<file path="src/rtl/ple_pkg.sv">
`default_nettype none
// ---------------------------------------------------------------------------
// ple_pkg
// Shared types and constants for the positional list engine.
// ---------------------------------------------------------------------------
package ple_pkg;

  localparam int CAPACITY_DEF   = 64;
  localparam int VALUE_BITS_DEF = 32;

  localparam int OP_W   = 3;
  localparam int POS_W  = 8;
  localparam int DATA_W = 32;

  typedef enum logic [OP_W-1:0] {
    OP_INSERT = 3'd0,
    OP_DELETE = 3'd1,
    OP_GET    = 3'd2,
    OP_FIND   = 3'd3,
    OP_SIZE   = 3'd4
  } op_t;

  typedef enum logic [2:0] {
    S_IDLE,
    S_WALK,
    S_INS_NODE,
    S_INS_LINK,
    S_DEL_HEAD,
    S_DEL_LINK,
    S_DONE
  } state_t;

endpackage : ple_pkg
`default_nettype wire

</file>
<file path="src/rtl/ple_if.sv">
`default_nettype none
// ---------------------------------------------------------------------------
// ple_if
// Request and response channels of the positional list engine.
// ---------------------------------------------------------------------------
interface ple_req_if;
  import ple_pkg::*;

  logic                     valid;
  logic                     ready;
  logic [OP_W-1:0]          op;
  logic [POS_W-1:0]         position;
  logic signed [DATA_W-1:0] value;

  modport source (output valid, output op, output position, output value, input ready);
  modport sink   (input valid, input op, input position, input value, output ready);
endinterface : ple_req_if

interface ple_rsp_if;
  import ple_pkg::*;

  logic                     valid;
  logic                     ready;
  logic                     ok;
  logic signed [DATA_W-1:0] read_value;
  logic [POS_W-1:0]         found_position;
  logic [POS_W-1:0]         list_length;

  modport source (output valid, output ok, output read_value, output found_position,
                  output list_length, input ready);
  modport sink   (input valid, input ok, input read_value, input found_position,
                  input list_length, output ready);
endinterface : ple_rsp_if
`default_nettype wire

</file>
<file path="src/rtl/positional_list_engine.sv">
`default_nettype none
// ---------------------------------------------------------------------------
// positional_list_engine
// Ordered list of signed values in linked memory slots with a free-slot stack.
//
//   port  dir     beat carries
//   req   sink    op, position, value
//   rsp   source  ok, read_value, found_position, list_length
//
// The walk follows one link per cycle through the slot memories (one
// synchronous read port each).
// No clearing pass after reset: unused free-stack entries below the low-water
// mark read as their reset slot index.
// One request in flight; a new one is taken while the last response waits.
// ---------------------------------------------------------------------------
module positional_list_engine #(
  parameter int CAPACITY   = ple_pkg::CAPACITY_DEF,
  parameter int VALUE_BITS = ple_pkg::VALUE_BITS_DEF
) (
  input  wire      clk,
  input  wire      rst,
  ple_req_if.sink  req,
  ple_rsp_if.source rsp
);
  import ple_pkg::*;

  localparam int SW = $clog2(CAPACITY);
  localparam int CW = $clog2(CAPACITY + 1);

  // slot memories and free stack
  logic [VALUE_BITS-1:0] slot_values [CAPACITY];
  logic [SW-1:0]         slot_links  [CAPACITY];
  logic [SW-1:0]         free_slots  [CAPACITY];

  state_t state, state_next;

  logic [SW-1:0]         head_slot;
  logic [CW-1:0]         element_count;
  logic [CW-1:0]         free_count;
  logic [CW-1:0]         low_water;

  logic [OP_W-1:0]       op_q;
  logic [POS_W-1:0]      pos_q;
  logic [POS_W-1:0]      walk_goal;
  logic [VALUE_BITS-1:0] target;
  logic [CW-1:0]         idx;
  logic [SW-1:0]         cur_slot;
  logic [SW-1:0]         prev_slot;
  logic [SW-1:0]         next_link;
  logic [SW-1:0]         del_slot;

  logic [SW-1:0]         link_q;
  logic [VALUE_BITS-1:0] val_q;
  logic [SW-1:0]         stack_q;

  logic                  res_ok;
  logic [DATA_W-1:0]     res_rd;
  logic [POS_W-1:0]      res_found;

  // read address follows the chain: head on accept, then each fetched link
  logic [SW-1:0]         rd_addr;
  logic [CW-1:0]         fc_m1;
  logic [SW-1:0]         new_slot;
  logic                  accept;
  logic                  rd_pos_ok;
  logic                  ins_pos_ok;
  logic                  walk_hit;
  logic                  find_hit;
  logic                  out_free;

  logic                  lnk_we;
  logic [SW-1:0]         lnk_wa;
  logic [SW-1:0]         lnk_wd;
  logic                  val_we;
  logic                  stk_we;
  logic [SW-1:0]         stk_wd;
  logic                  commit_ins;
  logic                  commit_del;

  assign accept    = req.valid && req.ready;
  assign out_free  = !rsp.valid || rsp.ready;
  assign fc_m1     = free_count - CW'(1);
  assign rd_addr   = (state == S_IDLE) ? head_slot : link_q;
  // entries below the low-water mark were never pushed
  assign new_slot  = (fc_m1 >= low_water) ? stack_q : SW'(CW'(CAPACITY) - free_count);

  assign rd_pos_ok  = (req.position != '0) &&
                      ({1'b0, req.position} <= (POS_W+1)'(element_count));
  assign ins_pos_ok = (req.position != '0) &&
                      ({1'b0, req.position} <= (POS_W+1)'(element_count) + 1'b1) &&
                      (free_count != '0);

  assign walk_hit = (POS_W'(idx) == walk_goal);
  assign find_hit = (val_q == target);

  always_ff @(posedge clk) begin
    if (rst) begin
      state <= S_IDLE;
    end else begin
      state <= state_next;
    end
  end

  always_comb begin
    state_next = state;
    lnk_we     = 1'b0;
    lnk_wa     = prev_slot;
    lnk_wd     = link_q;
    val_we     = 1'b0;
    stk_we     = 1'b0;
    stk_wd     = del_slot;
    commit_ins = 1'b0;
    commit_del = 1'b0;
    case (state)
      S_IDLE: begin
        if (req.valid) begin
          state_next = S_DONE;
          case (req.op)
            OP_INSERT: begin
              if (ins_pos_ok) begin
                state_next = (req.position == POS_W'(1)) ? S_INS_NODE : S_WALK;
              end
            end
            OP_DELETE: begin
              if (rd_pos_ok) begin
                state_next = (req.position == POS_W'(1)) ? S_DEL_HEAD : S_WALK;
              end
            end
            OP_GET: begin
              if (rd_pos_ok) begin
                state_next = S_WALK;
              end
            end
            OP_FIND: begin
              if (element_count != '0) begin
                state_next = S_WALK;
              end
            end
            default: state_next = S_DONE;
          endcase
        end
      end
      S_WALK: begin
        case (op_q)
          OP_INSERT: if (walk_hit) state_next = S_INS_NODE;
          OP_DELETE: if (walk_hit) state_next = S_DEL_LINK;
          OP_GET:    if (walk_hit) state_next = S_DONE;
          OP_FIND:   if (find_hit || idx == element_count) state_next = S_DONE;
          default:   state_next = S_DONE;
        endcase
      end
      S_INS_NODE: begin
        lnk_we = 1'b1;
        lnk_wa = new_slot;
        lnk_wd = (pos_q == POS_W'(1)) ? head_slot : next_link;
        val_we = 1'b1;
        if (pos_q == POS_W'(1)) begin
          commit_ins = 1'b1;
          state_next = S_DONE;
        end else begin
          state_next = S_INS_LINK;
        end
      end
      S_INS_LINK: begin
        lnk_we     = 1'b1;
        lnk_wa     = prev_slot;
        lnk_wd     = new_slot;
        commit_ins = 1'b1;
        state_next = S_DONE;
      end
      S_DEL_HEAD: begin
        stk_we     = 1'b1;
        stk_wd     = head_slot;
        commit_del = 1'b1;
        state_next = S_DONE;
      end
      S_DEL_LINK: begin
        // link_q now holds the link of the removed slot
        lnk_we     = 1'b1;
        lnk_wa     = prev_slot;
        lnk_wd     = link_q;
        stk_we     = 1'b1;
        stk_wd     = del_slot;
        commit_del = 1'b1;
        state_next = S_DONE;
      end
      S_DONE: begin
        if (out_free) begin
          state_next = S_IDLE;
        end
      end
      default: state_next = S_IDLE;
    endcase
  end

  assign req.ready = (state == S_IDLE);

  // memories
  always_ff @(posedge clk) begin
    if (lnk_we) begin
      slot_links[lnk_wa] <= lnk_wd;
    end
    if (val_we) begin
      slot_values[new_slot] <= target;
    end
    if (stk_we) begin
      free_slots[free_count[SW-1:0]] <= stk_wd;
    end
    link_q  <= slot_links[rd_addr];
    val_q   <= slot_values[rd_addr];
    stack_q <= free_slots[fc_m1[SW-1:0]];
  end

  // list bookkeeping
  always_ff @(posedge clk) begin
    if (rst) begin
      head_slot     <= '0;
      element_count <= '0;
      free_count    <= CW'(CAPACITY);
      low_water     <= CW'(CAPACITY);
    end else begin
      if (commit_ins) begin
        element_count <= element_count + CW'(1);
        free_count    <= fc_m1;
        if (fc_m1 < low_water) begin
          low_water <= fc_m1;
        end
        if (pos_q == POS_W'(1)) begin
          head_slot <= new_slot;
        end
      end
      if (commit_del) begin
        element_count <= element_count - CW'(1);
        free_count    <= free_count + CW'(1);
        if (state == S_DEL_HEAD) begin
          head_slot <= link_q;
        end
      end
    end
  end

  // request context and walk datapath
  always_ff @(posedge clk) begin
    cur_slot <= rd_addr;
    if (accept) begin
      op_q      <= req.op;
      pos_q     <= req.position;
      walk_goal <= (req.op == OP_GET) ? req.position : req.position - POS_W'(1);
      target    <= VALUE_BITS'($signed(req.value));
      idx       <= CW'(1);
      res_ok    <= (req.op == OP_SIZE);
      res_rd    <= '0;
      res_found <= '0;
    end else if (state == S_WALK) begin
      idx <= idx + CW'(1);
      case (op_q)
        OP_INSERT: begin
          prev_slot <= cur_slot;
          next_link <= link_q;
        end
        OP_DELETE: begin
          prev_slot <= cur_slot;
          del_slot  <= link_q;
        end
        OP_GET: begin
          if (walk_hit) begin
            res_ok <= 1'b1;
            res_rd <= DATA_W'($signed(val_q));
          end
        end
        OP_FIND: begin
          if (find_hit) begin
            res_ok    <= 1'b1;
            res_found <= POS_W'(idx);
          end
        end
        default: res_ok <= 1'b0;
      endcase
    end else if (commit_ins || commit_del) begin
      res_ok <= 1'b1;
    end
  end

  // response register
  always_ff @(posedge clk) begin
    if (rst) begin
      rsp.valid <= 1'b0;
    end else if (state == S_DONE && out_free) begin
      rsp.valid <= 1'b1;
    end else if (rsp.ready) begin
      rsp.valid <= 1'b0;
    end
  end

  always_ff @(posedge clk) begin
    if (state == S_DONE && out_free) begin
      rsp.ok             <= res_ok;
      rsp.read_value     <= res_rd;
      rsp.found_position <= res_found;
      rsp.list_length    <= POS_W'(element_count);
    end
  end

`ifndef SYNTHESIS
  a_slot_balance: assert property (@(posedge clk) disable iff (rst)
    (CW+1)'(element_count) + (CW+1)'(free_count) == (CW+1)'(CAPACITY))
    else $error("list length and free count do not add up to capacity");

  a_low_water: assert property (@(posedge clk) disable iff (rst)
    low_water <= free_count)
    else $error("free-stack low-water mark above free count");

  a_find_ok: assert property (@(posedge clk) disable iff (rst)
    (rsp.valid && rsp.found_position != '0) |-> rsp.ok)
    else $error("find position reported without ok");

  a_walk_bound: assert property (@(posedge clk) disable iff (rst)
    (state == S_WALK) |-> (idx <= element_count))
    else $error("walk ran past the end of the list");
`endif

endmodule : positional_list_engine
`default_nettype wire

</file>
<file path="src/flat_wrapper.sv">
// flat-port wrapper written by rule: the top's interface ports become plain ports
module positional_list_engine_flat import ple_pkg::*;
#(
  parameter int CAPACITY   = ple_pkg::CAPACITY_DEF,
  parameter int VALUE_BITS = ple_pkg::VALUE_BITS_DEF
)
  (clk, rst, req_valid, req_op, req_position, req_value, req_ready, rsp_valid, rsp_ok, rsp_read_value, rsp_found_position, rsp_list_length, rsp_ready);
  ple_req_if req_i ();
  ple_rsp_if rsp_i ();
  input  wire clk;
  input  wire rst;
  input wire logic [$bits(req_i.valid)-1:0] req_valid;
  input wire logic [$bits(req_i.op)-1:0] req_op;
  input wire logic [$bits(req_i.position)-1:0] req_position;
  input wire logic [$bits(req_i.value)-1:0] req_value;
  output wire logic [$bits(req_i.ready)-1:0] req_ready;
  output wire logic [$bits(rsp_i.valid)-1:0] rsp_valid;
  output wire logic [$bits(rsp_i.ok)-1:0] rsp_ok;
  output wire logic [$bits(rsp_i.read_value)-1:0] rsp_read_value;
  output wire logic [$bits(rsp_i.found_position)-1:0] rsp_found_position;
  output wire logic [$bits(rsp_i.list_length)-1:0] rsp_list_length;
  input wire logic [$bits(rsp_i.ready)-1:0] rsp_ready;
  assign req_i.valid = req_valid;
  assign req_i.op = req_op;
  assign req_i.position = req_position;
  assign req_i.value = req_value;
  assign req_ready = req_i.ready;
  assign rsp_valid = rsp_i.valid;
  assign rsp_ok = rsp_i.ok;
  assign rsp_read_value = rsp_i.read_value;
  assign rsp_found_position = rsp_i.found_position;
  assign rsp_list_length = rsp_i.list_length;
  assign rsp_i.ready = rsp_ready;
  positional_list_engine #(.CAPACITY(CAPACITY), .VALUE_BITS(VALUE_BITS)) u_core (.clk(clk), .rst(rst), .req(req_i), .rsp(rsp_i));
endmodule
</file>
<file path="config.mk">
export PLATFORM = sky130hd
export DESIGN_NAME = positional_list_engine_flat
export DESIGN_NICKNAME = d
export VERILOG_FILES = /design/src/rtl/ple_pkg.sv /design/src/rtl/ple_if.sv /design/src/rtl/positional_list_engine.sv /design/src/flat_wrapper.sv
export SDC_FILE = /design/constraint.sdc
export NUM_CORES = 2
export LEC_CHECK = 0
export ABC_AREA = 1
export BUFFER_PORTS_ARGS = -buffer_cell sky130_fd_sc_hd__buf_2
export CAP_MARGIN = 20
export CELL_PAD_IN_SITES_DETAIL_PLACEMENT = 2
export CELL_PAD_IN_SITES_GLOBAL_PLACEMENT = 2
export CORE_ASPECT_RATIO = 0.6
export CORE_UTILIZATION = 30
export DETAILED_ROUTE_END_ITERATION = 12
export PLACE_DENSITY = 0.65
export SLEW_MARGIN = 20
export SYNTH_ARGS = -nofsm -noshare
export SYNTH_HDL_FRONTEND = slang
export SYNTH_SLANG_ARGS = --single-unit
</file>
<file path="constraint.sdc">
create_clock -name clk -period 5.6 [get_ports clk]
set_input_delay 0.56 -clock clk [delete_from_list [all_inputs] [get_ports clk]]
set_output_delay 0.56 -clock clk [all_outputs]
set_load 0.005 [all_outputs]
</file>
# Word level (Yosys, flattened, before mapping)
# Memories as Yosys holds them, arrays and structs flattened. A register that Yosys moved wholly into a read port is not among the register bits.
# Cells that the tools add are included.
# op_classes
add_sub_neg	8
magnitude_cmp	4
eq_ne	27
mux	50
bitwise_logic	1
n_reduce_logical	30
# op_table
operator	n
6-bit two-way mux	9
3-bit two-way mux	12
32-bit equality test	1
7-bit two-way mux	4
3-bit case mux with 4 select lines	2
7-bit by 1-bit adder with 7-bit output (second input constant)	3
3-bit by 2-bit equality test with 1-bit output (second input constant)	6
1-bit two-way mux	17
8-bit by 1-bit equality test with 1-bit output (second input constant)	2
3-bit by 2-bit inequality test with 1-bit output (second input constant)	5
3-bit case mux with 5 select lines	1
3-bit AND reduction	5
7-bit nonzero test	2
7-bit by 1-bit subtractor with 7-bit output (second input constant)	2
3-bit equality test (second input constant)	4
6-bit case mux with 2 select lines	1
3-bit by 1-bit equality test with 1-bit output (second input constant)	3
8-bit by 9-bit less-or-equal comparator with 1-bit output	1
3-bit logical NOT	3
7-bit by 1-bit adder with 8-bit output (second input constant)	1
7-bit by 8-bit equality test with 1-bit output	1
8-bit by 7-bit less-or-equal comparator with 1-bit output	1
8-bit two-way mux	1
4-bit by 2-bit inequality test with 1-bit output (second input constant)	2
other kinds (22)	31
# word_totals
reg_bits	200
ram_bits	2816
in_bits	47
out_inout_bits	51
n_memories	3
# mem_list
memory	words	width	rd	rd_ports_with_merged_regs	wr	line	rtl
u_core.slot_values	64	32	1	1	1	positional_list_engine.sv:31	logic [VALUE_BITS-1:0] slot_values [CAPACITY];
u_core.free_slots	64	6	1	1	1	positional_list_engine.sv:33	logic [SW-1:0] free_slots [CAPACITY];
u_core.slot_links	64	6	1	1	1	positional_list_engine.sv:32	logic [SW-1:0] slot_links [CAPACITY];

# Longest topological paths before layout
# depth
depth_word	8
mapped_depth	24
ltp_nobuf	21

# Worst setup path after synthesis
# Ideal clock, no wire load.
# synth_timing
path_type	register to register
start	register u_core.free_count[0]
end	memory u_core.slot_links[0][4] in the netlist's numbering (data pin)
setup_time_ps	542
t_arrival_ps	5248
slack_ps	-190
stages_incl_launch_ff	19
cell_sequence	dfxtp_1 clkbuf_1 inv_2 clkbuf_1 clkbuf_1 ha_1 xnor2_2 inv_1 clkbuf_1 clkbuf_1 ha_1 a21oi_1 o21ai_1 nand2_1 and2_1 nand2_2 o21ai_1 inv_1 o211ai_1
# synth_between
elab_chain_len	4
word_cells_on_any_way	5
# synth_lines
element	line	rtl
start, declared	positional_list_engine.sv:39	logic [CW-1:0] free_count;
start signal, assigned	positional_list_engine.sv:219	free_count <= CW'(CAPACITY);
start signal, assigned	positional_list_engine.sv:224	free_count <= fc_m1;
start signal, assigned	positional_list_engine.sv:234	free_count <= free_count + CW'(1);
7-bit by 1-bit subtractor with 7-bit output	positional_list_engine.sv:82	assign fc_m1 = free_count - CW'(1);
net u_core.fc_m1[0]	positional_list_engine.sv:62	logic [CW-1:0] fc_m1;
7-bit >= comparator	positional_list_engine.sv:85	assign new_slot = (fc_m1 >= low_water) ? stack_q : SW'(CW'(CAPACITY) - free_count);
6-bit two-way mux	positional_list_engine.sv:85	
6-bit case mux with 2 select lines	positional_list_engine.sv:114	case (state)
net u_core.lnk_wd[4]	positional_list_engine.sv:73	logic [SW-1:0] lnk_wd;
end, declared	positional_list_engine.sv:32	
# The timed path passes the listed nets, and every way through them passes these cells.

# Final worst setup path
# layout_timing
start	register u_core.free_count[3]
end	memory u_core.slot_links[1][5] in the netlist's numbering (enable)
# layout_between
elab_chain_len	4
word_cells_on_any_way	5
# layout_lines
element	line
7-bit by 1-bit subtractor with 7-bit output	positional_list_engine.sv:82
net u_core.fc_m1[5]	positional_list_engine.sv:62
7-bit >= comparator	positional_list_engine.sv:85
6-bit two-way mux	positional_list_engine.sv:85
6-bit two-way mux	positional_list_engine.sv:114
# The timed path passes the listed nets, and every way through them passes these cells.

==> reports/qor.txt <==
Mux cell area share after synthesis = 0%
Mapped Cells = 10116
First-pass GRT wire length = 646000 µm
Clock Skew = 0.111 ns
Mapped Area = 123000 µm²
Slew @ Worst Pin = 1.14 ns
Warnings from Yosys = 0
Core ar. = 410000 µm²
# resized after CTS = 0
Num Clock Sinks = 3060
Hold Path Class = in -> reg
Power Dens Cells = 674 nW/µm²
Routed len/inst = 28.1 µm
Most numerous cell in the Yosys netlist = edfxtp_1
Compound-Gate Fraction of Synth Area = 7.49%
GRT met3 Usage = 2.65%
Vias = 84712
Reg2reg start = u_core.free_count[3]
Post-Synth Adder-Cell Area = 0.361%
Htree depth = 5
TritonCTS clock tree = built
Placer congestion estimate = 0.810
Clk pwr share = 21.5%
Fill count = 42436
Post-DP HPWL = 271000 µm
Avg Inst Size Synth = 12.2 µm²
Period utilization = 93.6%
Detail Route Antenna Nets = 0
DR iter-0 viols = 8339
Register bit count reported by yosys = 3060
Top Ports = 98
Layout cells sized above 1 = 8.69%
Residual DRC = 0
Synth Area in XOR/XNOR = 0.374%
Die ar. = 414000 µm²
Routed Wire Length = 446000 µm
Setup TNS = 0 ns
CTS Buf Count = 296
CP startpoint kind = register
# nets final = 10292
Grt ovf = 0
CP Max Fanout = 10
Area leader, netlist = edfxtp_1
Port bufs = 95
Max Cap Viol = 0
Clock Latency Late Sink = 0.93 ns
Initial antenna violation count = 17
Final Util = 34.5%
Switch Pwr = 44.7 mW
Comb pwr share = 47.9%
Switching share of power = 46.9%
Slew Limit Fails = 0
Rel. slew slack = 23.8%
Root Driver = clkbuf_16
Hold_sp = rsp_ready
Synth cell count leaders = edfxtp_1 (2933), nand2_1 (1942), nand3_1 (1663)
Number of flops mapped to enable cells by yosys = 2933
Non-filler cells, final = 15863
Leakage = 48.8 nW
CP startpoint = u_core.free_count[3]
Clk slew on worst S/H paths = 0.07 ns
Area contributors post-synth = edfxtp_1 (71%), nand3_1 (6.7%), nand2_1 (5.9%), o21ai_0 (3.6%), dfxtp_1 (2.1%)
Final Hold Fails = 0
Busiest grt layer = met1
Vias in the first global route = 89477
Dpl cells = 15296
Achievable frequency = 0.191 GHz
Final Critical Period = 5.24 ns
Finish-stage setup viols = 0
Largest net degree at the start of global routing = 199
Initial Utilization = 30.1%
Peak VDD IR = 0.000722 V
RSZ-0062 raised after global routing = false
Netlist cell types = 51
P_int = 50.6 mW
Run status = finished clean
Worst EP arrival = 5.71 ns
Hold_ws = 0.0917 ns
Post-synth top area share = 71.3%
Die Y = 499 µm
Gr usage total = 20.9%
FP Rows = 182
Pre-Repair DR Iteration Count = 6
Post-synthesis sequential area ratio = 73.4%
Main combinational cell family by area after synthesis = simple AND/OR/NAND/NOR gates
Clock Tree Buf Depth = 4
Drt via density = 5.34
GR Util met1 = 31.9%
Worst EP required = 6.07 ns
Post-synth ARST share = 0%
Simple-gate share of the synthesized area = 14.6%
Critical path class = reg -> reg
Met2 track utilization from global routing = 31.9%
Sequential power share = 30.6%
Die W = 830 µm
Area grow syn2layout = 14.5%
Setup crit end kind = register
Ys flop type = edfxtp_1
## sequential cells by signal, summed over array words and instances, names as in the netlist, 8 cells and up
name,cells
u_core.free_slots,384
u_core.pos_q,8
u_core.res_rd,32
u_core.rsp.read_value,32
u_core.slot_links,384
u_core.slot_values,2048
u_core.target,32
u_core.val_q,32
u_core.walk_goal,8
## worst max-delay path, cell delays in order (launching register included)
cell,delay [ns]
dfxtp_1,0.47
clkinv_1,0.30
nand2_1,0.20
nor2_1,0.10
nand2_1,0.10
nand2_1,0.08
inv_1,0.24
ha_1,0.30
nand2_1,0.09
nor2_1,0.07
nand2_1,0.07
and2_1,0.18
nand2_2,0.15
nand2_1,0.10
o21ai_1,0.11
buf_4,0.20
a21boi_1,0.77
nand3_1,0.62
nor2_1,0.64
## cell usage in the layout (no fill, tap or decap), types with 4 or more instances in the layout
| master | n |
|---|---|
| edfxtp_1 | 2933 |
| nand2_1 | 1938 |
| nand3_1 | 1663 |
| o21ai_0 | 895 |
| inv_1 | 480 |
| nor2_1 | 455 |
| clkbuf_16 | 305 |
| o21ai_1 | 277 |
| buf_4 | 225 |
| o21bai_1 | 191 |
| dfxtp_1 | 126 |
| buf_2 | 95 |
| o211ai_1 | 76 |
| a21oi_1 | 73 |
| clkbuf_1 | 70 |
| nor2_4 | 65 |
| o221ai_1 | 64 |
| buf_12 | 62 |
| clkinv_1 | 52 |
| dlygate4sd3_1 | 44 |
| clkinv_2 | 36 |
| o22ai_1 | 35 |
| ha_1 | 33 |
| xnor2_1 | 31 |
| bufinv_16 | 25 |
| nor3_1 | 23 |
| xor2_1 | 18 |
| nand4_1 | 16 |
| or2_2 | 14 |
| clkbuf_8 | 14 |
| inv_2 | 12 |
| nor4_1 | 9 |
| o21ai_4 | 9 |
| inv_6 | 8 |
| clkinvlp_4 | 8 |
| nand2_2 | 5 |
| nor3_2 | 4 |
| a22oi_1 | 4 |
## path summary, 6_finish.rpt
kind,end,slack (ns),depth (start not counted)
setup / recovery,u_core.slot_links[1][5],0.36,18
hold / removal,u_core.state[1],0.09,4
setup reg to reg,u_core.slot_links[1][5],0.36,18
hold reg to reg,u_core.prev_slot[5],0.41,0
## final cells by class
| type | instances | area [µm²] | area share (%) |
|---|---|---|---|
| diodes | 2 | 5.00 | 0.00354 |
| clock buffers | 389 | 8090 | 5.72 |
| clock inverters | 132 | 1340 | 0.946 |
| inverters | 499 | 1900 | 1.34 |
| multi-input cells | 5926 | 28800 | 20.3 |
| flip-flops and latches | 3060 | 90600 | 64.1 |
| well taps | 5428 | 6790 | 4.80 |
| repair buffers | 427 | 3860 | 2.73 |
## cells by family after synthesis
group           Yosys count
simple gates           4198
flops                  3060
compound gates         1640
buf+inv                1131
xor+xnor                 51
fa+ha+maj                35
other cells               1
## power by group through the flow
stage | clock network (mW) | registers, mW | logic (mW)
finish | 20.5 | 29.1 | 45.6
global placement | 0 | 29.6 | 43.9
global route | 21.7 | 29.2 | 49.0
detailed placement | 0 | 29.6 | 45.4
CTS | 20.9 | 29.1 | 45.7
floorplan | 0 | 29.7 | 24.4
## stage by stage
step                total power, mW  setup WS (ns)  cell area [µm²]
floorplan                      54.1         0.0339           123000
global placement               73.4          0.742           131000
detailed placement             75.0          0.471           131000
CTS                            95.8          0.331           141000
global route                   99.8         0.0136           141000
finish                         95.3          0.360           141000
## per-layer routing
layer,vias to the layer above,wire [µm]
met2,2312,197000
li1,36501,-
met3,479,24000
met1,45418,217000
met4,2,8040
met5,-,7
## timing repair
item,in CTS,in global routing
setup buffers,0,0
endpoints found under the hold margin,46,0
hold buffers,44,0
(Power assumes the default switching activity.)
